--- src/rtl/mcre_pkg.sv ---
// Package for the multichannel curved ramp envelope unit.
// Holds opcodes, result kinds, slot settings and result record types.
// No dependencies.
`timescale 1ns / 1ps

package mcre_pkg;

  // Default number of slots
  localparam int unsigned SlotsDef = 16;

  // Field widths fixed by the stream format
  localparam int unsigned ValW   = 14;
  localparam int unsigned MsW    = 16;
  localparam int unsigned CurveW = 12;
  localparam int unsigned TickW  = 8;
  localparam int unsigned ElW    = 18;
  localparam int unsigned MaskW  = 16;

  localparam logic [ElW-1:0]  ElapsedMax = 18'h3FFFF;
  localparam logic [ValW-1:0] ValueMax   = 14'h3FFF;

  // Input opcodes
  localparam logic [1:0] OpStart   = 2'd0;
  localparam logic [1:0] OpStop    = 2'd1;
  localparam logic [1:0] OpStopAll = 2'd2;
  localparam logic [1:0] OpTick    = 2'd3;

  // Result kinds
  localparam logic [1:0] KindValue = 2'd0;
  localparam logic [1:0] KindStart = 2'd1;
  localparam logic [1:0] KindStop  = 2'd2;

  // Configuration register indexes
  localparam logic [1:0] RegTickMs    = 2'd0;
  localparam logic [1:0] RegMinChange = 2'd1;

  // Stored settings of one slot
  typedef struct packed {
    logic [ValW-1:0]   start;
    logic [ValW-1:0]   target;
    logic [MsW-1:0]    delay;
    logic [MsW-1:0]    attack;
    logic [MsW-1:0]    ret;
    logic [CurveW-1:0] curve;
  } slot_set_t;

  // One result record, without its last flag
  typedef struct packed {
    logic [1:0]       kind;
    logic [3:0]       slot;
    logic [ValW-1:0]  value;
    logic [MaskW-1:0] mask;
  } res_t;

endpackage

--- src/rtl/multichannel_curved_ramp_envelope_unit.sv ---
// Multichannel curved ramp envelope unit: top level with sequencer, shared
// divider and shared multiplier. Depends on mcre_pkg.
//
//  Channel  | Direction | tdata (low bit up)                              | tuser  | tlast
//  s_axis   | in        | slot, start, target, delay, attack, return, curve | opcode | -
//  m_axis   | out       | slot_res, value, active_mask                    | kind   | last
//  cfg      | in        | index 0 tick_ms, index 1 min_change             | -      | -
//
// Start, stop and a no-op pass from decode to flush; stop all walks every slot first.
// A tick walks the slots one a cycle, save that each active slot in a ramp phase
// holds the walk while the 16-step shared divider (one quotient bit a cycle) and the
// shared multiplier work out its value, with a second division for a logarithmic curve.
// Reset returns the sequencer to idle, clears the active flags and the result
// valids, and restores the register defaults.
// A stalled result output holds the sequencer whenever a further result is due.
`timescale 1ns / 1ps

module multichannel_curved_ramp_envelope_unit #(
  parameter int unsigned SLOTS = mcre_pkg::SlotsDef
) (
  input  logic        clk_i,
  input  logic        rst_ni,
  input  logic        s_axis_tvalid,
  output logic        s_axis_tready,
  // slot[3:0], start_value[17:4], target_value[31:18], delay_ms[47:32],
  // attack_ms[63:48], return_ms[79:64], curve[91:80], zero[95:92]
  input  logic [95:0] s_axis_tdata,
  // opcode[1:0]
  input  logic [1:0]  s_axis_tuser,
  output logic        m_axis_tvalid,
  input  logic        m_axis_tready,
  // slot_res[3:0], value[17:4], active_mask[33:18], zero[39:34]
  output logic [39:0] m_axis_tdata,
  // kind[1:0]
  output logic [1:0]  m_axis_tuser,
  output logic        m_axis_tlast,
  input  logic        cfg_valid_i,
  output logic        cfg_ready_o,
  input  logic [1:0]  cfg_index_i,
  input  logic [13:0] cfg_data_i
);
  import mcre_pkg::*;

  localparam int unsigned SlotW = (SLOTS > 1) ? $clog2(SLOTS) : 1;

  // Sequencer states
  localparam logic [3:0] StIdle  = 4'd0;
  localparam logic [3:0] StDec   = 4'd1;
  localparam logic [3:0] StAll   = 4'd2;
  localparam logic [3:0] StScan  = 4'd3;
  localparam logic [3:0] StPh1   = 4'd4;
  localparam logic [3:0] StPh2   = 4'd5;
  localparam logic [3:0] StDivP  = 4'd6;
  localparam logic [3:0] StCset  = 4'd7;
  localparam logic [3:0] StDivE  = 4'd8;
  localparam logic [3:0] StMul1  = 4'd9;
  localparam logic [3:0] StExp   = 4'd10;
  localparam logic [3:0] StMul2  = 4'd11;
  localparam logic [3:0] StBlend = 4'd12;
  localparam logic [3:0] StFin1  = 4'd13;
  localparam logic [3:0] StFin2  = 4'd14;
  localparam logic [3:0] StFlush = 4'd15;

  logic [3:0]        state_q, state_d;
  logic [SlotW-1:0]  cur_q, cur_d;
  logic [SLOTS-1:0]  active_q, active_d;
  logic [TickW-1:0]  tick_q;
  logic [ValW-1:0]   minc_q;

  // Captured input request
  logic [1:0]  in_op_q;
  slot_set_t   in_set_q;
  logic [3:0]  in_slot_q;

  // Per-slot stores, written at start and during ticks
  logic [ElW-1:0] el_q [SLOTS];
  slot_set_t      set_q [SLOTS];

  // Working registers
  logic [ElW-1:0]       t_q, t_d;
  logic [MsW-1:0]       p_q, p_d;
  logic signed [12:0]   cv_q, cv_d;
  logic [19:0]          e_q, e_d;
  logic [16:0]          c_q, c_d;
  logic signed [42:0]   prod_q, prod_d;
  logic [ValW-1:0]      from_q, from_d, to_q, to_d;

  // Shared restoring divider
  logic [15:0] rem_q, rem_d, den_q, den_d, quo_q, quo_d;
  logic [3:0]  cnt_q, cnt_d;
  logic [16:0] div_sh;
  logic        div_ge;
  logic [15:0] div_rem_n, div_quo_n;

  // Result path
  res_t        pend_q, out_q;
  logic        pend_valid_q, out_valid_q, out_last_q;
  logic        emit, flush_move, out_free, hold;
  logic [1:0]  e_kind;
  logic [3:0]  e_slot;
  logic [ValW-1:0]  e_value;
  logic [MaskW-1:0] mask_w;

  // Store write controls
  logic             el_we, set_we;
  logic [SlotW-1:0] el_wa;
  logic [ElW-1:0]   el_wd;

  // Datapath helpers
  slot_set_t        st;
  logic [SlotW-1:0] in_idx;
  logic             in_slot_ok, cur_last;
  logic [3:0]       cur_slot4;
  logic [ValW-1:0]  diff_abs;
  logic [ElW:0]     tsum;
  logic [ElW-1:0]   tsat;
  logic [4:0]       k;
  logic [31:0]      p_sh;
  logic [20:0]      n_w;
  logic signed [21:0] mul_a;
  logic signed [20:0] mul_b;
  logic signed [42:0] mul_p;
  logic [23:0]      m_w;
  logic [16:0]      c_res;
  logic signed [13:0] dneg;
  logic [13:0]      e_base;
  logic signed [14:0] diff_s;
  logic signed [42:0] q_w;
  logic signed [43:0] v_w;
  logic [ValW-1:0]  v_sat;

  assign s_axis_tready = (state_q == StIdle);
  assign cfg_ready_o   = 1'b1;

  assign st         = set_q[cur_q];
  assign in_idx     = SlotW'(in_slot_q);
  assign in_slot_ok = ({3'b0, in_slot_q} < 7'(SLOTS));
  assign cur_last   = (cur_q == SlotW'(SLOTS - 1));
  assign cur_slot4  = 4'(cur_q);
  assign diff_abs   = (in_set_q.start > in_set_q.target) ?
                      in_set_q.start - in_set_q.target : in_set_q.target - in_set_q.start;

  // Saturating elapsed time
  assign tsum = {1'b0, el_q[cur_q]} + 19'(tick_q);
  assign tsat = tsum[ElW] ? ElapsedMax : tsum[ElW-1:0];

  // Divider step: one quotient bit a cycle
  assign div_sh    = {rem_q, 1'b0};
  assign div_ge    = (div_sh >= {1'b0, den_q});
  assign div_rem_n = div_ge ? 16'(div_sh - {1'b0, den_q}) : div_sh[15:0];
  assign div_quo_n = {quo_q[14:0], div_ge};

  // Mitchell log2: leading one of the progress and the mantissa bits
  always_comb begin
    k = 5'd0;
    for (int b = 0; b < 16; b++) begin
      if (p_q[b]) k = 5'(b);
    end
  end
  assign p_sh = {16'b0, p_q} << (5'd16 - k);
  assign n_w  = {5'(5'd16 - k), 16'b0} - {5'b0, p_sh[15:0]};

  // Shared multiplier: exponent times log, then span times curved progress
  assign diff_s = $signed({1'b0, to_q}) - $signed({1'b0, from_q});
  assign mul_a  = (state_q == StMul1) ? $signed({1'b0, n_w}) : 22'(diff_s);
  assign mul_b  = (state_q == StMul1) ? $signed({1'b0, e_q}) : $signed({4'b0, c_q});
  assign mul_p  = mul_a * mul_b;

  // Mitchell exp2 of the scaled log
  assign m_w = prod_q[39:16];
  always_comb begin
    if (m_w[15:0] == 16'd0) begin
      c_res = (m_w[23:16] > 8'd17) ? 17'd0 : (17'h10000 >> m_w[23:16]);
    end else begin
      c_res = (m_w[23:16] >= 8'd18) ? 17'd0 :
              17'((18'h20000 - {2'b0, m_w[15:0]}) >> (m_w[23:16] + 8'd1));
    end
  end

  // Exponent for the exponential branch
  assign dneg   = 14'sd1024 - 14'(cv_q);
  assign e_base = 14'(14'sd1024 + 14'sd3 * dneg);

  // Blend with truncation toward zero and saturation
  assign q_w   = (prod_q >>> 16) +
                 $signed({42'b0, (prod_q < 0) && (prod_q[15:0] != 16'd0)});
  assign v_w   = $signed({30'b0, from_q}) + 44'(q_w);
  assign v_sat = (v_w < 0) ? '0 : (v_w > 44'sd16383) ? ValueMax : v_w[ValW-1:0];

  assign out_free = !out_valid_q || m_axis_tready;
  assign hold     = pend_valid_q && !out_free;

  // Active mask as seen after the reported event
  for (genvar g = 0; g < MaskW; g++) begin : g_mask
    if (g < SLOTS) begin : g_on
      assign mask_w[g] = active_d[g];
    end else begin : g_off
      assign mask_w[g] = 1'b0;
    end
  end

  // Sequencer
  always_comb begin
    state_d = state_q; cur_d = cur_q; active_d = active_q;
    t_d = t_q; p_d = p_q; cv_d = cv_q; e_d = e_q; c_d = c_q; prod_d = prod_q;
    from_d = from_q; to_d = to_q;
    rem_d = rem_q; den_d = den_q; quo_d = quo_q; cnt_d = cnt_q;
    emit = 1'b0; e_kind = KindValue; e_slot = cur_slot4; e_value = '0;
    flush_move = 1'b0;
    el_we = 1'b0; el_wa = cur_q; el_wd = tsat; set_we = 1'b0;
    case (state_q)
      StIdle: begin
        if (s_axis_tvalid) state_d = StDec;
      end
      StDec: begin
        state_d = StFlush;
        e_slot  = in_slot_q;
        case (in_op_q)
          OpStart: begin
            if (in_slot_ok && !active_q[in_idx] && diff_abs >= minc_q) begin
              emit = 1'b1;
              if (in_set_q.attack == '0) begin
                e_value = in_set_q.target;
              end else begin
                set_we = 1'b1;
                el_we  = 1'b1;
                el_wa  = in_idx;
                el_wd  = '0;
                active_d[in_idx] = 1'b1;
                e_kind = KindStart;
              end
            end
          end
          OpStop: begin
            if (in_slot_ok && active_q[in_idx]) begin
              active_d[in_idx] = 1'b0;
              emit   = 1'b1;
              e_kind = KindStop;
            end
          end
          OpStopAll: begin
            cur_d   = '0;
            state_d = StAll;
          end
          default: begin
            cur_d   = '0;
            state_d = StScan;
          end
        endcase
      end
      StAll: begin
        if (!hold) begin
          if (active_q[cur_q]) begin
            active_d[cur_q] = 1'b0;
            emit   = 1'b1;
            e_kind = KindStop;
          end
          if (cur_last) state_d = StFlush;
          else cur_d = cur_q + 1'b1;
        end
      end
      StScan: begin
        if (active_q[cur_q]) begin
          el_we = 1'b1;
          if (tsat < {2'b0, st.delay}) begin
            if (cur_last) state_d = StFlush;
            else cur_d = cur_q + 1'b1;
          end else begin
            t_d     = tsat - {2'b0, st.delay};
            state_d = StPh1;
          end
        end else if (cur_last) begin
          state_d = StFlush;
        end else begin
          cur_d = cur_q + 1'b1;
        end
      end
      StPh1: begin
        if (t_q < {2'b0, st.attack}) begin
          rem_d = t_q[15:0]; den_d = st.attack; cnt_d = '0;
          cv_d  = $signed({1'b0, st.curve});
          from_d = st.start; to_d = st.target;
          state_d = StDivP;
        end else begin
          t_d     = t_q - {2'b0, st.attack};
          state_d = StPh2;
        end
      end
      StPh2: begin
        if (st.ret != '0 && t_q < {2'b0, st.ret}) begin
          rem_d = t_q[15:0]; den_d = st.ret; cnt_d = '0;
          cv_d  = 13'sd2048 - $signed({1'b0, st.curve});
          from_d = st.target; to_d = st.start;
          state_d = StDivP;
        end else begin
          state_d = StFin1;
        end
      end
      StDivP: begin
        rem_d = div_rem_n; quo_d = div_quo_n; cnt_d = cnt_q + 4'd1;
        if (cnt_q == 4'd15) begin
          p_d     = div_quo_n;
          state_d = StCset;
        end
      end
      StCset: begin
        if (cv_q == 13'sd1024) begin
          c_d = {1'b0, p_q}; state_d = StMul2;
        end else if (p_q == '0) begin
          c_d = '0; state_d = StMul2;
        end else if (cv_q < 13'sd1024) begin
          e_d = {e_base, 6'b0}; state_d = StMul1;
        end else begin
          rem_d = 16'd1024; cnt_d = '0;
          den_d = 16'(16'd3 * 16'(cv_q) - 16'd2048);
          state_d = StDivE;
        end
      end
      StDivE: begin
        rem_d = div_rem_n; quo_d = div_quo_n; cnt_d = cnt_q + 4'd1;
        if (cnt_q == 4'd15) begin
          e_d     = {4'b0, div_quo_n};
          state_d = StMul1;
        end
      end
      StMul1: begin
        prod_d = mul_p; state_d = StExp;
      end
      StExp: begin
        c_d = c_res; state_d = StMul2;
      end
      StMul2: begin
        prod_d = mul_p; state_d = StBlend;
      end
      StBlend: begin
        if (!hold) begin
          emit = 1'b1; e_value = v_sat;
          if (cur_last) state_d = StFlush;
          else begin cur_d = cur_q + 1'b1; state_d = StScan; end
        end
      end
      StFin1: begin
        if (!hold) begin
          active_d[cur_q] = 1'b0;
          emit = 1'b1;
          e_value = (st.ret != '0) ? st.start : st.target;
          state_d = StFin2;
        end
      end
      StFin2: begin
        if (!hold) begin
          emit = 1'b1; e_kind = KindStop;
          if (cur_last) state_d = StFlush;
          else begin cur_d = cur_q + 1'b1; state_d = StScan; end
        end
      end
      StFlush: begin
        if (!pend_valid_q) begin
          state_d = StIdle;
        end else if (out_free) begin
          flush_move = 1'b1;
          state_d    = StIdle;
        end
      end
      default: state_d = StIdle;
    endcase
  end

  // Control registers
  always_ff @(posedge clk_i or negedge rst_ni) begin
    if (!rst_ni) begin
      state_q      <= StIdle;
      active_q     <= '0;
      tick_q       <= 8'd10;
      minc_q       <= 14'd1;
      pend_valid_q <= 1'b0;
      out_valid_q  <= 1'b0;
    end else begin
      state_q  <= state_d;
      active_q <= active_d;
      if (cfg_valid_i && cfg_index_i == RegTickMs) tick_q <= cfg_data_i[TickW-1:0];
      if (cfg_valid_i && cfg_index_i == RegMinChange) minc_q <= cfg_data_i;
      if (emit) pend_valid_q <= 1'b1;
      else if (flush_move) pend_valid_q <= 1'b0;
      if ((emit && pend_valid_q) || flush_move) out_valid_q <= 1'b1;
      else if (m_axis_tready) out_valid_q <= 1'b0;
    end
  end

  // Payload and working registers
  always_ff @(posedge clk_i) begin
    cur_q <= cur_d; t_q <= t_d; p_q <= p_d; cv_q <= cv_d; e_q <= e_d; c_q <= c_d;
    prod_q <= prod_d; from_q <= from_d; to_q <= to_d;
    rem_q <= rem_d; den_q <= den_d; quo_q <= quo_d; cnt_q <= cnt_d;
    if (s_axis_tvalid && s_axis_tready) begin
      in_op_q         <= s_axis_tuser;
      in_slot_q       <= s_axis_tdata[3:0];
      in_set_q.start  <= s_axis_tdata[17:4];
      in_set_q.target <= s_axis_tdata[31:18];
      in_set_q.delay  <= s_axis_tdata[47:32];
      in_set_q.attack <= s_axis_tdata[63:48];
      in_set_q.ret    <= s_axis_tdata[79:64];
      in_set_q.curve  <= s_axis_tdata[91:80];
    end
    if (el_we) el_q[el_wa] <= el_wd;
    if (set_we) set_q[in_idx] <= in_set_q;
    if (emit) begin
      if (pend_valid_q) begin
        out_q      <= pend_q;
        out_last_q <= 1'b0;
      end
      pend_q <= '{kind: e_kind, slot: e_slot, value: e_value, mask: mask_w};
    end else if (flush_move) begin
      out_q      <= pend_q;
      out_last_q <= 1'b1;
    end
  end

  assign m_axis_tvalid = out_valid_q;
  assign m_axis_tuser  = out_q.kind;
  assign m_axis_tlast  = out_last_q;
  assign m_axis_tdata  = {6'b0, out_q.mask, out_q.value, out_q.slot};

  // A new result never overwrites a pending one that cannot move on
  assert property (@(posedge clk_i) disable iff (!rst_ni) emit |-> !hold)
    else $error("result emitted while the output was blocked");

  // Every result of a request has left the pending register before the next request is taken
  assert property (@(posedge clk_i) disable iff (!rst_ni) s_axis_tready |-> !pend_valid_q)
    else $error("pending result left over at request acceptance");

  // A flush with nothing pending returns straight to idle
  assert property (@(posedge clk_i) disable iff (!rst_ni)
    (state_q == StFlush && !pend_valid_q) |=> state_q == StIdle)
    else $error("flush did not complete");

  // A progress division that reaches its last step hands over to curve setup
  assert property (@(posedge clk_i) disable iff (!rst_ni)
    (state_q == StDivP && cnt_q == 4'd15) |=> state_q == StCset)
    else $error("progress division did not hand over to curve setup");

endmodule

--- config.mk ---
export PLATFORM = sky130hd
export DESIGN_NAME = multichannel_curved_ramp_envelope_unit
export DESIGN_NICKNAME = d
export VERILOG_FILES = /design/src/rtl/mcre_pkg.sv /design/src/rtl/multichannel_curved_ramp_envelope_unit.sv
export SDC_FILE = /design/constraint.sdc
export NUM_CORES = 2
export LEC_CHECK = 0
export BUFFER_PORTS_ARGS = -buffer_cell sky130_fd_sc_hd__clkbuf_2
export CAP_MARGIN = 20
export CELL_PAD_IN_SITES_DETAIL_PLACEMENT = 2
export CELL_PAD_IN_SITES_GLOBAL_PLACEMENT = 2
export CORE_ASPECT_RATIO = 1.75
export CORE_MARGIN = 1
export CORE_UTILIZATION = 53
export CTS_BUF_LIST = sky130_fd_sc_hd__clkbuf_2
export DETAILED_ROUTE_END_ITERATION = 12
export GPL_TIMING_DRIVEN = 1
export HOLD_SLACK_MARGIN = 0.12
export PLACE_DENSITY = 0.95
export SLEW_MARGIN = 20
export SYNTH_ARGS = -nofsm -noshare
export SYNTH_HDL_FRONTEND = slang
export SYNTH_SLANG_ARGS = --single-unit
--- constraint.sdc ---
create_clock -name clk_i -period 31.8 [get_ports clk_i]
set_input_delay 4.77 -clock clk_i [delete_from_list [all_inputs] [get_ports clk_i]]
set_output_delay 4.77 -clock clk_i [all_outputs]
set_load 0.01 [all_outputs]
==> results of run 1 <==
kinds of logic after synthesis:
group,count (synthesis)
xor+xnor,201
other cells,2
flops,2121
buf+inv,987
fa+ha+maj,802
simple gates,1471
compound gates,877
mux,657
synthesized netlist by cell type (47+ instances only):
cell	number	area (sq um)
edfxtp_1	2073	62200
inv_1	677	2540
nand2_1	557	2090
mux4_2	529	11900
fa_1	466	9330
nor2_1	434	1630
ha_1	336	4200
a21oi_1	220	1100
o21ai_0	208	1040
clkbuf_1	185	694
xnor2_1	146	1280
nand3_1	81	405
mux2i_1	77	771
nor3_1	73	365
buf_2	72	360
a21o_1	70	526
nand2b_1	57	357
xor2_1	55	482
nor2b_1	54	338
a31oi_1	52	325
mux2_2	47	529
through the flow:
step,setup WS [ns],hold slack (ns),area [sq um],utilization,std cells
after detailed placement,16.80,0.405,112000,0.553,9745
after floorplan,20.08,0.400,108000,-,7129
after global placement,18.08,0.405,112000,0.553,9744
==> run summary, run 1 <==
### Clocking
- number of buffers created by CTS: 469
- maximum level of the CTS H-tree: 5
- number of cells upsized or downsized after cts: 0
- # hold bufs at CTS: 0
- cell at the root of the clock tree: clkbuf_2
- CTS Sinks: 2121
- clock tree buffer depth: 4
- Setup Buffers After CTS: 0

### Yosys
- fraction of the mapped netlist area in simple logic gates: 0.0615
- number of cells produced by synthesis: 7118
- per-instance average area after synthesis: 15.2 sq um
- share of the synthesized netlist area taken by xor and xnor gates: 0.0163
- number of flops mapped to enable cells by yosys: 2073
- multiplexer share of the synthesized area: 0.123
- combined area of all synthesized cells: 0.108 sq mm
- share of synthesized area occupied by flip-flops and latches: 0.586
- number of synthesis warnings: 0
- area share of fa/ha/maj cells after synthesis: 0.125
- compound-cell area share of the yosys netlist: 0.0522
- share of synthesized registers carrying an async set or reset: 0.0207
- Netlist cell types: 105
- largest family of logic cells by synthesized area: adder cells
- flop and latch count out of synthesis: 2121
- most frequently used flop master after synthesis: edfxtp_1

### Run status
- outcome: stopped before the end
- failing step: 4_1_cts
- First Error: [ERROR DPL-0033] detailed placement checks failed during check placement.

### Placement
- number of port buffers: 153
- HPWL after detailed placement: 339000 microns
- RD Place Congestion: 0.959

### Floorplan
- floorplan die width: 344 microns
- top-level port count: 165
- num rows: 219
- die height: 600 microns
- starting density of the core: 0.533

==> run 2: changes to the inputs <==
CELL_PAD_IN_SITES_DETAIL_PLACEMENT = not set   (was 2)
CELL_PAD_IN_SITES_GLOBAL_PLACEMENT = not set   (was 2)
CORE_ASPECT_RATIO = not set   (was 1.75)
CORE_UTILIZATION = 40   (was 53)
CTS_BUF_LIST = not set   (was sky130_fd_sc_hd__clkbuf_2)
HOLD_SLACK_MARGIN = not set   (was 0.12)
PLACE_DENSITY = not set   (was 0.95)
PLACE_DENSITY_LB_ADDON = 0.15   (was not set)
==> run summary, run 2 <==
### Yosys
- share of synthesized registers carrying an async set or reset: 0.0207, unchanged
- flop and latch count out of synthesis: 2121, unchanged
- Netlist cell types: 105, unchanged
- area share of the largest cell type after synthesis: 0.575, unchanged
- per-instance average area after synthesis: 15.2 sq um, unchanged
- post-synthesis cell type with the largest combined area: edfxtp_1
- number of flops mapped to enable cells by yosys: 2073, unchanged
- combined area of all synthesized cells: 0.108 sq mm, unchanged
- number of synthesis warnings: 0, unchanged
- top area cells in the synthesized netlist: edfxtp_1 58%, mux4_2 11%, fa_1 8.6%
- dominant cell by count in the synthesized netlist: edfxtp_1
- most frequently used flop master after synthesis: edfxtp_1
- top cells by instance count after synthesis: 2073 x edfxtp_1, 677 x inv_1, 557 x nand2_1
- number of cells produced by synthesis: 7118, unchanged
- share of synthesized area occupied by flip-flops and latches: 0.586, unchanged

### Worst setup path
- critical path class: flop to flop
- Reg-to-Reg End: prod_q[35]
- setup slack on the worst flop-to-flop path: 18.48 ns
- capturing element type of the critical path: flop
- slowest cell delay on critical path: 0.63 ns
- r2r worst-path depth: 42
- cell seen most often among critical-path stages: fa_1
- beginning of the worst register-to-register path: p_q[8]
- Arr. time, crit path: 13.90 ns
- element type at the critical path start: flop
- required time worst endpoint: 32.38 ns
- standard cell with the maximum stage delay on the critical path: nor3_2
- worst-path fanout max: 14

### Clocking
- cell at the root of the clock tree: clkbuf_16
- number of cells upsized or downsized after cts: 0, unchanged
- clock tree buffer depth: 4, unchanged
- maximum level of the CTS H-tree: 4, -1
- CTS Sinks: 2121, unchanged
- Setup Buffers After CTS: 0, unchanged
- number of buffers created by CTS: 228, -51%
- # hold bufs at CTS: 0, unchanged
- TritonCTS clock tree: yes
- clock latency on the worst-skew pair: 0.92 ns
- CTS clock-pin slew for the worst setup and hold paths: 0.06 ns

### Detailed routing
- Final Routed Wirelength: 303000 microns
- post-DR vias/cell: 5.60
- Routed Antenna Nets: 0
- total iterations of the first detailed-routing run: 5
- number of remaining DRC errors: 0
- wire length per cell: 27.3 microns
- total vias in the final route: 62000
- drt initial violations: 5095

### Floorplan
- Std-Cell Core Area: 0.268 sq mm
- top-level port count: 165, unchanged
- area of the die: 0.273 sq mm
- starting density of the core: 0.403, -0.130
- num rows: 190, -13%
- floorplan die width: 522 microns, +52%
- die height: 522 microns, -13%

### Timing
- worst slew margin relative to its limit: 0.195
- setup clock skew after layout: 0.0949 ns
- setup repair after global routing missed its margin: no
- final hold slack: 0.418 ns
- Slew Viols, Final: 0
- Worst Slack Setup Final: 18.48 ns
- post-route minimum period: 13.32 ns
- transition at the pin with the smallest max-transition slack: 1.18 ns
- hold violation total from the final report: 0
- Final Cycle Share: 0.419
- Setup Total Neg Slack: 0 ns
- setup-violating endpoint count in the final report: 0
- Max Freq: 75.1 MHz

### Final layout
- largest registers ranked by flip-flop count: set_q (1408), el_q (288), in_set_q (88)
- largest reg by FF count: set_q
- layout net count: 8248
- Fillers: 23500
- Syn-to-layout area delta: 11.8%
- area occupied by multi-input gates: 0.0413 sq mm
- storage element area: 0.0635 sq mm
- max FFs per register: 1408
- proportion of layout cells with a drive suffix above 1: 0.171
- commonest non-fill, non-tap cell in the layout: edfxtp_1
- commonest cells after routing, fill and taps aside: 2073 x edfxtp_1, 674 x inv_1, 557 x nand2_1, 529 x mux4_2, 466 x fa_1

### Run status
- outcome: finished clean

### Global route
- total routing usage reported by global routing: 0.223
- number of global-route vias before repair: 64100
- pin count of the biggest net entering global routing: 138
- number of antenna violations at the first check in global routing: 8
- total gr overflow: 0
- wire length of the first global-routing pass: 442000 microns

### Min path
- start point of the worst min-delay path: pend_q[24]
- end point of the worst hold path: m_axis_tdata[12]
- hold-critical path depth: 0
- type of the most critical hold path: flop to flop

### Placement
- worst slack at placement: 18.59 ns, +1.79 ns
- number of port buffers: 153, unchanged
- RD Place Congestion: 0.910, -5.1%
- HPWL after detailed placement: 198000 microns, -41%

### Flow run
- max capacitance violation total: 0

==> run 2: area by class of cell <==
cell class                      instances  share of cell area
Clock inverter                        129              0.0118
Timing Repair Buffer                  276              0.0152
Tap cell                             3552              0.0367
Inverter                              679              0.0212
Antenna cell                            4           0.0000827
Sequential cell                      2121               0.525
Clock buffer                          285              0.0491
Multi-Input combinational cell       4021               0.341
==> run 2: worst max-delay path: cells and delay by family (launching register included) <==
family	cells	cell delay [ns]
XOR/XNOR	1	0.20
adder cells (fa/ha/maj)	10	4.89
AND/OR/NAND/NOR	11	3.40
buffers and inverters	6	0.72
AO/OA/AOI/OAI	14	3.18
flip-flops	1	0.60
==> run 2: how the worst max path moves through the flow <==
stage	end	from	slack, ns
4_1_cts	prod_q[35]	p_q[8]	18.57
6_report	prod_q[35]	p_q[8]	18.48
2_1_floorplan	set_q[4][0]	in_set_q[60]	20.08
3_3_place_gp	prod_q[42]	p_q[8]	18.69
5_1_grt	prod_q[35]	p_q[8]	17.90
3_5_place_dp	prod_q[35]	p_q[8]	18.59
==> run 2: through the flow <==
step	cell area, sq um	util	cells
after global placement	113000	0.423	10600
after global routing	121000	0.451	11100
after CTS	121000	0.450	11100
after floorplan	108000	-	7129
final	121000	0.451	11100
after detailed placement	114000	0.423	10600
==> run 2: metal layers <==
layer | share of wire | track usage | up-vias
met2 | 0.48 | 0.365 | 1835
met4 | 0.031 | 0.0692 | 0
met5 | 0 | 0 | -
li1 | - | - | 26900
met3 | 0.053 | 0.0286 | 397
met1 | 0.44 | 0.310 | 32800
==> run 2: cells by family after synthesis <==
logic type / count (synthesis) / synth area share
muxes: 657 / 0.123
buffers and inverters: 987 / 0.0360
xor gates and xnor gates: 201 / 0.0163
AOI/OAI and AO/OA: 877 / 0.0522
adders and majority gates: 802 / 0.125
DFF: 2121 / 0.586
and+or+nand+nor: 1471 / 0.0615
other: 2 / 0.0000694
Power of run 2 is not shown: default switching activity piles up to over one toggle a cycle in this logic, so the estimate is an artifact.
